==> config.mk <==
export PLATFORM = sky130hd
export DESIGN_NAME = trimmed_mean_sample_filter_unit
export DESIGN_NICKNAME = d
export VERILOG_FILES = /design/src/sv/tmsf_pkg.sv /design/src/sv/trimmed_mean_sample_filter_unit.sv /design/src/sv/tmsf_ctrl.sv /design/src/sv/tmsf_datapath.sv
export SDC_FILE = /design/constraint.sdc
export NUM_CORES = 1
export LEC_CHECK = 0
export BUFFER_PORTS_ARGS = -buffer_cell sky130_fd_sc_hd__buf_4
export CORE_MARGIN = 3
export CORE_UTILIZATION = 68
export CTS_CLUSTER_DIAMETER = 50
export DETAILED_ROUTE_END_ITERATION = 8
export HOLD_SLACK_MARGIN = 0.08
export PLACE_DENSITY = 0.87
export RECOVER_POWER = 25
export SYNTH_ARGS = -nofsm -noshare
export SYNTH_HDL_FRONTEND = slang
export SYNTH_SLANG_ARGS = --single-unit
==> constraint.sdc <==
create_clock -name clock -period 7.1 [get_ports clock]
set_clock_uncertainty 0.2 [all_clocks]
set_input_delay 1.42 -clock clock [delete_from_list [all_inputs] [get_ports clock]]
set_output_delay 1.42 -clock clock [all_outputs]
set_load 0.005 [all_outputs]
==> src/sv/tmsf_pkg.sv <==
package tmsf_pkg;

   localparam int SAMPLE_W = 12;
   localparam int CHAN_W   = 4;
   localparam int WCNT_W   = 7;

   localparam logic [WCNT_W-1:0] WCNT_RESET = 7'd10;

   // Samples dropped in total per trimmed sample: one at each end.
   localparam int TRIM_FACTOR = 2;

   typedef enum logic [3:0] {
      S_IDLE = 4'b0001,
      S_LOAD = 4'b0010,
      S_DIV  = 4'b0100,
      S_DONE = 4'b1000
   } state_type;

   typedef struct packed {
      logic accept;    // take the input beat into the running window
      logic load;      // start the divider and clear the window
      logic div_step;  // one quotient bit
      logic finish;    // move the quotient into the output register
   } cmd_type;

   typedef struct packed {
      logic close_now; // the beat on the input closes the window
      logic div_last;  // the divider works on its last bit
   } status_type;

endpackage

==> src/sv/trimmed_mean_sample_filter_unit.sv <==
// Trimmed-mean filter for 12-bit converter samples. Each input beat adds one
// sample to the current window; a beat that does not close the window is
// accepted without a stall. The beat that brings the window to its configured
// size (clamped to 2*TRIM+1 .. MAX_WINDOW) closes it and produces one result:
// the floor mean of the window with the TRIM smallest and TRIM largest samples
// dropped, tagged with that beat's channel. The smallest and largest samples are
// tracked as samples arrive, so closing runs through one setup state and a
// bit-serial divider before the result enters the output register; input is
// stalled during that time. A result waiting in the output register does not
// hold off input beats that do not close a window. Lowering csr_window_count
// to or below the samples already held makes the next beat close the window,
// provided that beat brings the window to at least 2*TRIM+1 samples.
module trimmed_mean_sample_filter_unit #(
   parameter int MAX_WINDOW = 64,
   parameter int TRIM       = 1
) (
   input  logic                          clock,
   input  logic                          reset,
   input  logic                          csr_write,
   input  logic [tmsf_pkg::WCNT_W-1:0]   csr_window_count,
   input  logic                          req_valid,
   output logic                          req_stall,
   input  logic [tmsf_pkg::SAMPLE_W-1:0] req_sample,
   input  logic [tmsf_pkg::CHAN_W-1:0]   req_channel,
   output logic                          rsp_valid,
   input  logic                          rsp_stall,
   output logic [tmsf_pkg::SAMPLE_W-1:0] rsp_average,
   output logic [tmsf_pkg::CHAN_W-1:0]   rsp_channel_out
);

   tmsf_pkg::cmd_type    cmd;
   tmsf_pkg::status_type status;

   tmsf_ctrl u_ctrl (
      .clock     (clock),
      .reset     (reset),
      .req_valid (req_valid),
      .req_stall (req_stall),
      .rsp_valid (rsp_valid),
      .rsp_stall (rsp_stall),
      .status    (status),
      .cmd       (cmd)
   );

   tmsf_datapath #(
      .MAX_WINDOW (MAX_WINDOW),
      .TRIM       (TRIM)
   ) u_datapath (
      .clock            (clock),
      .reset            (reset),
      .csr_write        (csr_write),
      .csr_window_count (csr_window_count),
      .req_sample       (req_sample),
      .req_channel      (req_channel),
      .rsp_average      (rsp_average),
      .rsp_channel_out  (rsp_channel_out),
      .cmd              (cmd),
      .status           (status)
   );

endmodule

==> src/sv/tmsf_ctrl.sv <==
module tmsf_ctrl (
   input  logic                 clock,
   input  logic                 reset,
   input  logic                 req_valid,
   output logic                 req_stall,
   output logic                 rsp_valid,
   input  logic                 rsp_stall,
   input  tmsf_pkg::status_type status,
   output tmsf_pkg::cmd_type    cmd
);

   tmsf_pkg::state_type state_ff, state_in;
   logic rsp_valid_ff, rsp_valid_in;
   logic out_free;

   assign out_free  = !rsp_valid_ff || !rsp_stall;
   assign req_stall = (state_ff != tmsf_pkg::S_IDLE);
   assign rsp_valid = rsp_valid_ff;

   always_comb begin
      state_in     = state_ff;
      cmd          = '0;
      rsp_valid_in = rsp_valid_ff && rsp_stall;
      case (state_ff)
         tmsf_pkg::S_IDLE: begin
            if (req_valid) begin
               cmd.accept = 1'b1;
               if (status.close_now) begin
                  state_in = tmsf_pkg::S_LOAD;
               end
            end
         end
         tmsf_pkg::S_LOAD: begin
            cmd.load = 1'b1;
            state_in = tmsf_pkg::S_DIV;
         end
         tmsf_pkg::S_DIV: begin
            cmd.div_step = 1'b1;
            if (status.div_last) begin
               state_in = tmsf_pkg::S_DONE;
            end
         end
         tmsf_pkg::S_DONE: begin
            // The previous result may still sit in the output register.
            if (out_free) begin
               cmd.finish   = 1'b1;
               rsp_valid_in = 1'b1;
               state_in     = tmsf_pkg::S_IDLE;
            end
         end
         default: begin
            state_in = tmsf_pkg::S_IDLE;
         end
      endcase
   end

   always_ff @(posedge clock) begin
      if (reset) begin
         state_ff     <= tmsf_pkg::S_IDLE;
         rsp_valid_ff <= 1'b0;
      end else begin
         state_ff     <= state_in;
         rsp_valid_ff <= rsp_valid_in;
      end
   end

endmodule

==> src/sv/tmsf_datapath.sv <==
module tmsf_datapath #(
   parameter int MAX_WINDOW = 64,
   parameter int TRIM       = 1
) (
   input  logic                                clock,
   input  logic                                reset,
   input  logic                                csr_write,
   input  logic [tmsf_pkg::WCNT_W-1:0]         csr_window_count,
   input  logic [tmsf_pkg::SAMPLE_W-1:0]       req_sample,
   input  logic [tmsf_pkg::CHAN_W-1:0]         req_channel,
   output logic [tmsf_pkg::SAMPLE_W-1:0]       rsp_average,
   output logic [tmsf_pkg::CHAN_W-1:0]         rsp_channel_out,
   input  tmsf_pkg::cmd_type                   cmd,
   output tmsf_pkg::status_type                status
);

   localparam int SW     = tmsf_pkg::SAMPLE_W;
   localparam int CNT_W  = $clog2(MAX_WINDOW + 1);
   localparam int SUM_W  = SW + $clog2(MAX_WINDOW);
   localparam int CMP_W  = CNT_W + tmsf_pkg::WCNT_W;
   localparam int STEP_W = $clog2(SUM_W);
   localparam int LIST_N = (TRIM > 0) ? TRIM : 1;
   // The low list starts full of top-scale entries, so its sum starts at their total.
   localparam logic [SUM_W-1:0] LO_SUM_INIT = SUM_W'(TRIM * ((1 << SW) - 1));

   logic [tmsf_pkg::WCNT_W-1:0] wcnt_ff;
   logic [CNT_W-1:0]            fill_ff, fill_in;
   logic [CNT_W-1:0]            n_ff;
   logic [CNT_W-1:0]            n_now;
   logic [SUM_W-1:0]            total_ff;
   logic [SUM_W-1:0]            lo_sum_ff, hi_sum_ff;
   logic [SUM_W-1:0]            lo_sum_in, hi_sum_in;
   logic [SW-1:0]               lo_ff [LIST_N];
   logic [SW-1:0]               hi_ff [LIST_N];
   logic [SW-1:0]               lo_in [LIST_N];
   logic [SW-1:0]               hi_in [LIST_N];
   logic [CMP_W-1:0]            n_ext, wc_ext;
   logic [SUM_W-1:0]            trimmed;
   logic [CNT_W-1:0]            kept;
   logic [SUM_W-1:0]            quo_ff, quo_in;
   logic [CNT_W-1:0]            rem_ff, rem_in;
   logic [CNT_W:0]              shifted;
   logic [CNT_W-1:0]            div_ff;
   logic [STEP_W-1:0]           step_ff;
   logic                        ge;
   logic [tmsf_pkg::CHAN_W-1:0] chan_ff;
   logic [SW-1:0]               avg_ff;
   logic [tmsf_pkg::CHAN_W-1:0] chan_out_ff;

   // Window closes when the count with this beat reaches the clamped window size.
   assign n_now  = fill_ff + CNT_W'(1);
   assign n_ext  = CMP_W'(n_now);
   assign wc_ext = CMP_W'(wcnt_ff);
   assign status.close_now = (n_ext >= CMP_W'(tmsf_pkg::TRIM_FACTOR * TRIM + 1)) &&
                             ((n_ext >= wc_ext) || (n_ext == CMP_W'(MAX_WINDOW)));
   assign fill_in = status.close_now ? '0 : n_now;

   // The TRIM smallest and TRIM largest samples are tracked as they arrive, so the
   // trimmed sum is the total minus both running extreme sums.
   generate
      if (TRIM > 0) begin : g_lists
         always_comb begin
            for (int i = 0; i < LIST_N; i++) begin
               if (req_sample < lo_ff[i]) begin
                  lo_in[i] = (i > 0 && req_sample < lo_ff[(i > 0) ? i - 1 : 0]) ?
                             lo_ff[(i > 0) ? i - 1 : 0] : req_sample;
               end else begin
                  lo_in[i] = lo_ff[i];
               end
               if (req_sample > hi_ff[i]) begin
                  hi_in[i] = (i > 0 && req_sample > hi_ff[(i > 0) ? i - 1 : 0]) ?
                             hi_ff[(i > 0) ? i - 1 : 0] : req_sample;
               end else begin
                  hi_in[i] = hi_ff[i];
               end
            end
            lo_sum_in = lo_sum_ff;
            hi_sum_in = hi_sum_ff;
            if (req_sample < lo_ff[LIST_N-1]) begin
               lo_sum_in = lo_sum_ff + SUM_W'(req_sample) - SUM_W'(lo_ff[LIST_N-1]);
            end
            if (req_sample > hi_ff[LIST_N-1]) begin
               hi_sum_in = hi_sum_ff + SUM_W'(req_sample) - SUM_W'(hi_ff[LIST_N-1]);
            end
         end
      end else begin : g_no_lists
         always_comb begin
            for (int i = 0; i < LIST_N; i++) begin
               lo_in[i] = lo_ff[i];
               hi_in[i] = hi_ff[i];
            end
            lo_sum_in = '0;
            hi_sum_in = '0;
         end
      end
   endgenerate

   assign trimmed = total_ff - lo_sum_ff - hi_sum_ff;
   assign kept    = n_ff - CNT_W'(tmsf_pkg::TRIM_FACTOR * TRIM);

   // Restoring divider, one quotient bit per cycle.
   assign shifted = {rem_ff, quo_ff[SUM_W-1]};
   assign ge      = (shifted >= {1'b0, div_ff});
   assign rem_in  = ge ? CNT_W'(shifted - {1'b0, div_ff}) : shifted[CNT_W-1:0];
   assign quo_in  = {quo_ff[SUM_W-2:0], ge};
   assign status.div_last = (step_ff == STEP_W'(SUM_W - 1));

   always_ff @(posedge clock) begin
      if (reset) begin
         wcnt_ff   <= tmsf_pkg::WCNT_RESET;
         fill_ff   <= '0;
         total_ff  <= '0;
         lo_sum_ff <= LO_SUM_INIT;
         hi_sum_ff <= '0;
         for (int i = 0; i < LIST_N; i++) begin
            lo_ff[i] <= '1;
            hi_ff[i] <= '0;
         end
      end else begin
         if (csr_write) begin
            wcnt_ff <= csr_window_count;
         end
         if (cmd.accept) begin
            fill_ff   <= fill_in;
            total_ff  <= total_ff + SUM_W'(req_sample);
            lo_sum_ff <= lo_sum_in;
            hi_sum_ff <= hi_sum_in;
            for (int i = 0; i < LIST_N; i++) begin
               lo_ff[i] <= lo_in[i];
               hi_ff[i] <= hi_in[i];
            end
         end else if (cmd.load) begin
            total_ff  <= '0;
            lo_sum_ff <= LO_SUM_INIT;
            hi_sum_ff <= '0;
            for (int i = 0; i < LIST_N; i++) begin
               lo_ff[i] <= '1;
               hi_ff[i] <= '0;
            end
         end
      end
   end

   always_ff @(posedge clock) begin
      if (cmd.accept) begin
         n_ff    <= n_now;
         chan_ff <= req_channel;
      end
      if (cmd.load) begin
         quo_ff  <= trimmed;
         rem_ff  <= '0;
         div_ff  <= kept;
         step_ff <= '0;
      end else if (cmd.div_step) begin
         quo_ff  <= quo_in;
         rem_ff  <= rem_in;
         step_ff <= step_ff + STEP_W'(1);
      end
      if (cmd.finish) begin
         avg_ff      <= quo_ff[SW-1:0];
         chan_out_ff <= chan_ff;
      end
   end

   assign rsp_average     = avg_ff;
   assign rsp_channel_out = chan_out_ff;

endmodule

# Word-level counts from Yosys, hierarchy flattened
# Memories as Yosys holds them, arrays and structs flattened.
# Cells that the tools add are included.
[totals]
elab_cells = 104
memories = 2
mem_bits_rw = 24
mem_bits_ro = 0
latch_bits = 0
in_bits = 28
register_bits = 137
[mem_list]
columns = ["memory", "depth", "width", "rd", "rd_ports_with_merged_regs", "wr", "line_no", "rtl"]
rows = [
  ["u_datapath.hi_ff", 1, 12, 1, 0, 1, "tmsf_datapath.sv:34", "logic [SW-1:0] hi_ff [LIST_N];"],
  ["u_datapath.lo_ff", 1, 12, 1, 0, 1, "tmsf_datapath.sv:33", "logic [SW-1:0] lo_ff [LIST_N];"],
]
[classes]
bitwise_logic = 0
eq_ne = 13
shift = 0
n_mux = 43
order_cmp = 5
n_reduce_logical = 15
div_mod_pow = 0
multipliers = 0
add_sub_neg = 11
[ops]
columns = ["operator", "count"]
rows = [
  ["$mux 18", 9],
  ["$mux 12", 6],
  ["$add 18x12->18", 3],
  ["$reduce_or 12->1", 4],
  ["$sub 18x12->18", 2],
  ["$sub 18x18->18", 2],
  ["$mux 1", 21],
  ["$mux 4", 4],
  ["$pmux 4 s4", 1],
  ["$mux 7", 2],
  ["$gt 12x12->1", 1],
  ["$lt 12x12->1", 1],
  ["$ge 8x7->1", 1],
  ["$ne 2x1->1 const B", 4],
  ["$add 7x1->7 const B", 1],
  ["$eq 7x7->1 const B", 1],
  ["$ge 7x2->1 const B", 1],
  ["$ge 7x7->1", 1],
  ["$sub 7x2->7 const B", 1],
  ["$sub 7x7->7", 1],
  ["$add 5x1->5 const B", 1],
  ["$eq 5x5->1 const B", 1],
  ["$eq 4x1->1 const B", 1],
  ["$eq 4x2->1 const B", 1],
  ["10 further kinds", 16],
]

# Depth between registers and ports, before layout
[depth]
depth_word = 8
depth_mapped = 14
depth_no_buf = 14

# Cells and area by module
# Synthesis repeated with hierarchy kept, for this count alone.
[unflattened]
cells_unflattened = 1175
area_unflattened_um2 = 11130.7
[modules_own_cells]
columns = ["mod", "seq_area_each_um2", "cells_each", "n_inst", "area_per_inst_um2"]
rows = [
  ["tmsf_datapath", 3883.7, 1146, 1, 10875.4],
  ["tmsf_ctrl", 100.1, 29, 1, 255.2],
]

# Worst setup path after synthesis
# No wires, ideal clock.
[synth_path]
path_kind = "input port to flip-flop"
startpoint = "in req_sample[1] (netlist bit)"
endpoint = "reg u_datapath.hi_sum_ff[16]"
path_stages = 12
setup_time_ps = 117
n_path_buf = 0
t_arrival_ps = 4088
setup_slack_ps = 2695
cell_sequence = "inv_1 fa_1 inv_1 fa_1 a21o_1 a21oi_1 o21ai_0 o31a_1 a211o_1 a31oi_1 xnor2_1 a22o_1"
[synth_between]
elab_chain_cells = 4
[synth_rtl]
columns = ["item", "line_no", "rtl"]
rows = [
  ["from (decl)", "trimmed_mean_sample_filter_unit.sv:23", "input logic [tmsf_pkg::SAMPLE_W-1:0] req_sample,"],
  ["$add 18x12->18", "tmsf_datapath.sv:83", "hi_sum_in = hi_sum_ff + SUM_W'(req_sample) - SUM_W'(hi_ff[LIST_N-1]);"],
  ["$sub 18x12->18", "tmsf_datapath.sv:83", ""],
  ["$mux 18", "tmsf_datapath.sv:82", "if (req_sample > hi_ff[LIST_N-1]) begin"],
  ["$mux 18", "tmsf_datapath.sv:123", "if (cmd.accept) begin"],
  ["to (signal assigned)", "tmsf_datapath.sv:127", "hi_sum_ff <= hi_sum_in;"],
  ["to (decl)", "tmsf_datapath.sv:31", "logic [SUM_W-1:0] lo_sum_ff, hi_sum_ff;"],
]
# Several ways; a longest one is shown, not always the timed one. The select of a mux whose other input is x is not followed.
# A chain may end at the register's enable or synchronous reset.

# Worst setup path in the final report
[layout_path]
startpoint = "reg u_ctrl.state_ff[1]"
endpoint = "reg u_datapath.quo_ff[12] (enable)"
[layout_between]
elab_chain_cells = 3
[layout_rtl]
columns = ["item", "line_no", "rtl"]
rows = [
  ["from (decl)", "tmsf_ctrl.sv:12", "tmsf_pkg::state_type state_ff, state_in;"],
  ["from (signal assigned)", "tmsf_ctrl.sv:59", "state_ff <= tmsf_pkg::S_IDLE;"],
  ["from (signal assigned)", "tmsf_ctrl.sv:62", "state_ff <= state_in;"],
  ["$eq 4x3->1 / $eq 4x2->1 (equally long branches)", "tmsf_ctrl.sv:24", "case (state_ff)"],
  ["$mux 1", "tmsf_ctrl.sv:24", ""],
  ["$reduce_bool 2->1 (no source line) *", "-", ""],
  ["to (signal assigned)", "tmsf_datapath.sv:150", "quo_ff <= trimmed;"],
  ["to (signal assigned)", "tmsf_datapath.sv:155", "quo_ff <= quo_in;"],
  ["to (decl)", "tmsf_datapath.sv:40", "logic [SUM_W-1:0] quo_ff, quo_in;"],
]
# Mark *: on every way between the ends. The rest lies on a longest branch, timed or not.

==> impl_results.md <==
* CTS tree: yes
* Pleak at 0.00544 µW
* CP Class: reg -> reg
* M3 GR Usage at 4.03%
* Die X at 133 µm
* Post_cts resized at 0
* Drt wl/cell at 17.7 µm
* Post-CTS Hold Fix Bufs at 0
* Setup repair bufs after CTS at 0
* Failing checks: capacitance limit, slew limit
* Reg-to-reg critical path startpoint: u_ctrl.state_ff[1]$_SDFFE_PP0P_
* Hold path start: u_datapath.n_ff[0]$_DFFE_PP_
* Design Area, Final at 12000 µm²
* Row cnt at 45
* Startpoint Class: flip-flop
* Final period utilization at 74.7%
* Root buffer cell: clkbuf_16
* Hold slack at 0.226 ns
* Post-DP HPWL at 18500 µm
* Buf/Inv on CP at 4
* Area share of the largest cell type after synthesis at 20.9%
* VDD IR max at 229 µV
* Pin count of the biggest net entering global routing at 55
* RSZ-0062 raised after global routing: false
* Starting Density at 70.6%
* GR Util met1 at 37.8%
* Fmax at 189 MHz
* Inserted Clock Buffers at 17
* Critical path depth at 7
* CP arrival at 5.15 ns
* Internal power at 2180 µW
* Worst-path fanout max at 54
* Unique masters post-synth at 75
* Die Area at 17600 µm²
* Total track usage at 29.3%
* Drt total wl at 25500 µm
* Cells after Synth at 1173
* Flop pwr share at 30.5%
* Delay-heaviest family, CP: buffers and inverters
* Post-route ant nets at 0
* Max Slew Vio Count at 97
* Most numerous cell in the Yosys netlist: inv_1
* Port bufs at 45
* Hold Crit Depth at 0
* Htree depth at 4
* Cell Area, Synth at 10900 µm²
* First-pass GRT wire length at 42000 µm
* Syn_area_per_cell at 9.32 µm²
* EDFF count, synth at 76
* Die H at 133 µm
* Worst hold path type: reg -> reg
* Worst-skew pair later-pin latency at 0.43 ns
* Setup slack after layout at 1.80 ns
* Fin nets at 1394
* Sink Count at 161
* Seq/Total Area, Yosys at 36.5%
* R2R depth at 7
* Final GP Congestion at 0.938
* Switching share of power at 38.6%
* Post-synthesis async set-or-reset flop share at 0%
* Top cells by count, synth: 159 x inv_1, 106 x ha_1, 99 x nand2_1, 85 x dfxtp_1, 85 x nor2_1
* Comb power frac at 44.3%
* Worst Setup End Kind: flip-flop
* Yosys warnings at 0
* Area post-placement at 11500 µm²
* Final Critical Period at 5.30 ns
* Placeable core region at 15500 µm²
* Clock slew at reported path FFs at 0.07 ns
* GRT busiest layer: met2
* Final setup fails at 0
* CTS Buffer Depth at 2
* P_sw at 1370 µW
* Synth Flop Type: dfxtp_1
* Maxcap violations at 2
* Vias in the first global route at 8775
* CP max stage delay at 1.72 ns
* Synth top area cells: edfxtp_1 21%, dfxtp_1 16%, ha_1 12%
* TritonRoute pass-1 iters at 5
* Setup tns final at 0 ns
* Fin. Hold Viols at 0
* Rel. slew slack at -61.9%
* Starting DRT DRC Count at 856
* # diodes at 0
* GRT overflow at 0
* I/O pin total at 46
* Post-route DRC at 0
* Crit-path slowest cell: clkbuf_1
* Detailed-route via count at 8817
* Crit path launch: u_ctrl.state_ff[1]$_SDFFE_PP0P_
* Worst path cell trace: nor2b_1 -> nand2_1 -> clkbuf_1 -> inv_1 -> clkbuf_1 -> nor2_1 -> inv_1
* #FFs+latches synth at 161
* Run status: complete, but fails checks
* Clock Power Share at 25.2%
* Crit path required time at 6.95 ns
* Power density over the cells at 295 nW/µm²
* Met2 Usage GRT at 49.5%
* Layout cells sized above 1 at 8.46%
* Pre-CTS setup slack at 2.25 ns
* Worst Tran Pin Value at 2.43 ns
* Syn nets at 1350
* Area Overhead vs Synth at 9.98%
* Post-DR vias/cell at 6.12
* Yosys top cell by area: edfxtp_1
* Antenna violations before repair at 0
==> sequential cells by signal, indices dropped and copies added (netlist names) <==
| register | cells |
|---|---|
| u_ctrl.rsp_valid | 1 |
| u_ctrl.state_ff | 4 |
| u_datapath.lo_sum_ff | 18 |
| u_datapath.hi_ff | 12 |
| u_datapath.n_ff | 7 |
| u_datapath.div_ff | 7 |
| u_datapath.quo_ff | 18 |
| u_datapath.rem_ff | 7 |
| u_datapath.total_ff | 18 |
| u_datapath.rsp_average | 12 |
| u_datapath.lo_ff | 12 |
| u_datapath.chan_ff | 4 |
| u_datapath.step_ff | 5 |
| u_datapath.fill_ff | 7 |
| u_datapath.rsp_channel_out | 4 |
| u_datapath.hi_sum_ff | 18 |
| u_datapath.wcnt_ff | 7 |
==> area by class of cell <==
| class | count | area [µm²] |
|---|---|---|
| Clock buffer | 17 | 425 |
| Clock inverter | 15 | 138 |
| Fill cell | 1041 | 3460 |
| Inverter | 161 | 609 |
| Multi-Input combinational cell | 824 | 6220 |
| Sequential cell | 161 | 3980 |
| Tap cell | 211 | 264 |
| Timing Repair Buffer | 52 | 375 |
==> metrics by stage <==
step / std cells / power [µW] / utilization (%)
6_report: 1441 / 3550 / 77.6
5_1_grt: 1441 / 3790 / 77.6
2_1_floorplan: 1173 / 2300 / -
3_5_place_dp: 1409 / 2610 / 74.1
3_3_place_gp: 1409 / 2560 / 74.1
4_1_cts: 1441 / 3520 / 77.7
==> cells in the final DEF, fill, tap and decap left out, types with 34 or more instances in the layout <==
cell	n
edfxtp_1	76
fa_1	43
xnor2_1	34
dfxtp_1	85
a21oi_1	74
nand2_1	99
o21ai_0	63
ha_1	106
inv_1	159
buf_4	44
nor2_1	85
==> worst paths after layout <==
kind	end	slack [ns]
max	u_datapath.quo_ff[12]$_DFFE_PP_	1.80
min	u_datapath.div_ff[0]$_DFFE_PP_	0.23
max reg2reg	u_datapath.quo_ff[12]$_DFFE_PP_	1.80
min reg2reg	u_datapath.div_ff[0]$_DFFE_PP_	0.23
==> cells by family (layout without fill, tap and decap cells) <==
group / after synthesis / in the layout / synth area share (%)
buffers and inverters: 188 / 245 / 6.59
muxes: 17 / 17 / 1.61
xor gates and xnor gates: 63 / 63 / 5.05
AOI/OAI and AO/OA: 271 / 271 / 16.0
DFF: 161 / 161 / 36.5
and+or+nand+nor: 323 / 323 / 14.2
adders and majority gates: 150 / 150 / 20.1
==> power by group through the flow <==
stage          logic (µW)  clock network (µW)  registers (µW)
4_1_cts              1550                 898            1080
5_1_grt              1760                 936            1090
3_3_place_gp         1460                   0            1100
3_5_place_dp         1510                   0            1100
2_1_floorplan        1210                   0            1090
6_report             1570                 895            1080
==> per-layer routing <==
metal	part of all wire, %	routed length [µm]
met1	42	10700
met2	48	12300
met3	6.2	1590
met4	3.6	928
met5	0	0
Power figures use the tool's default switching activity.
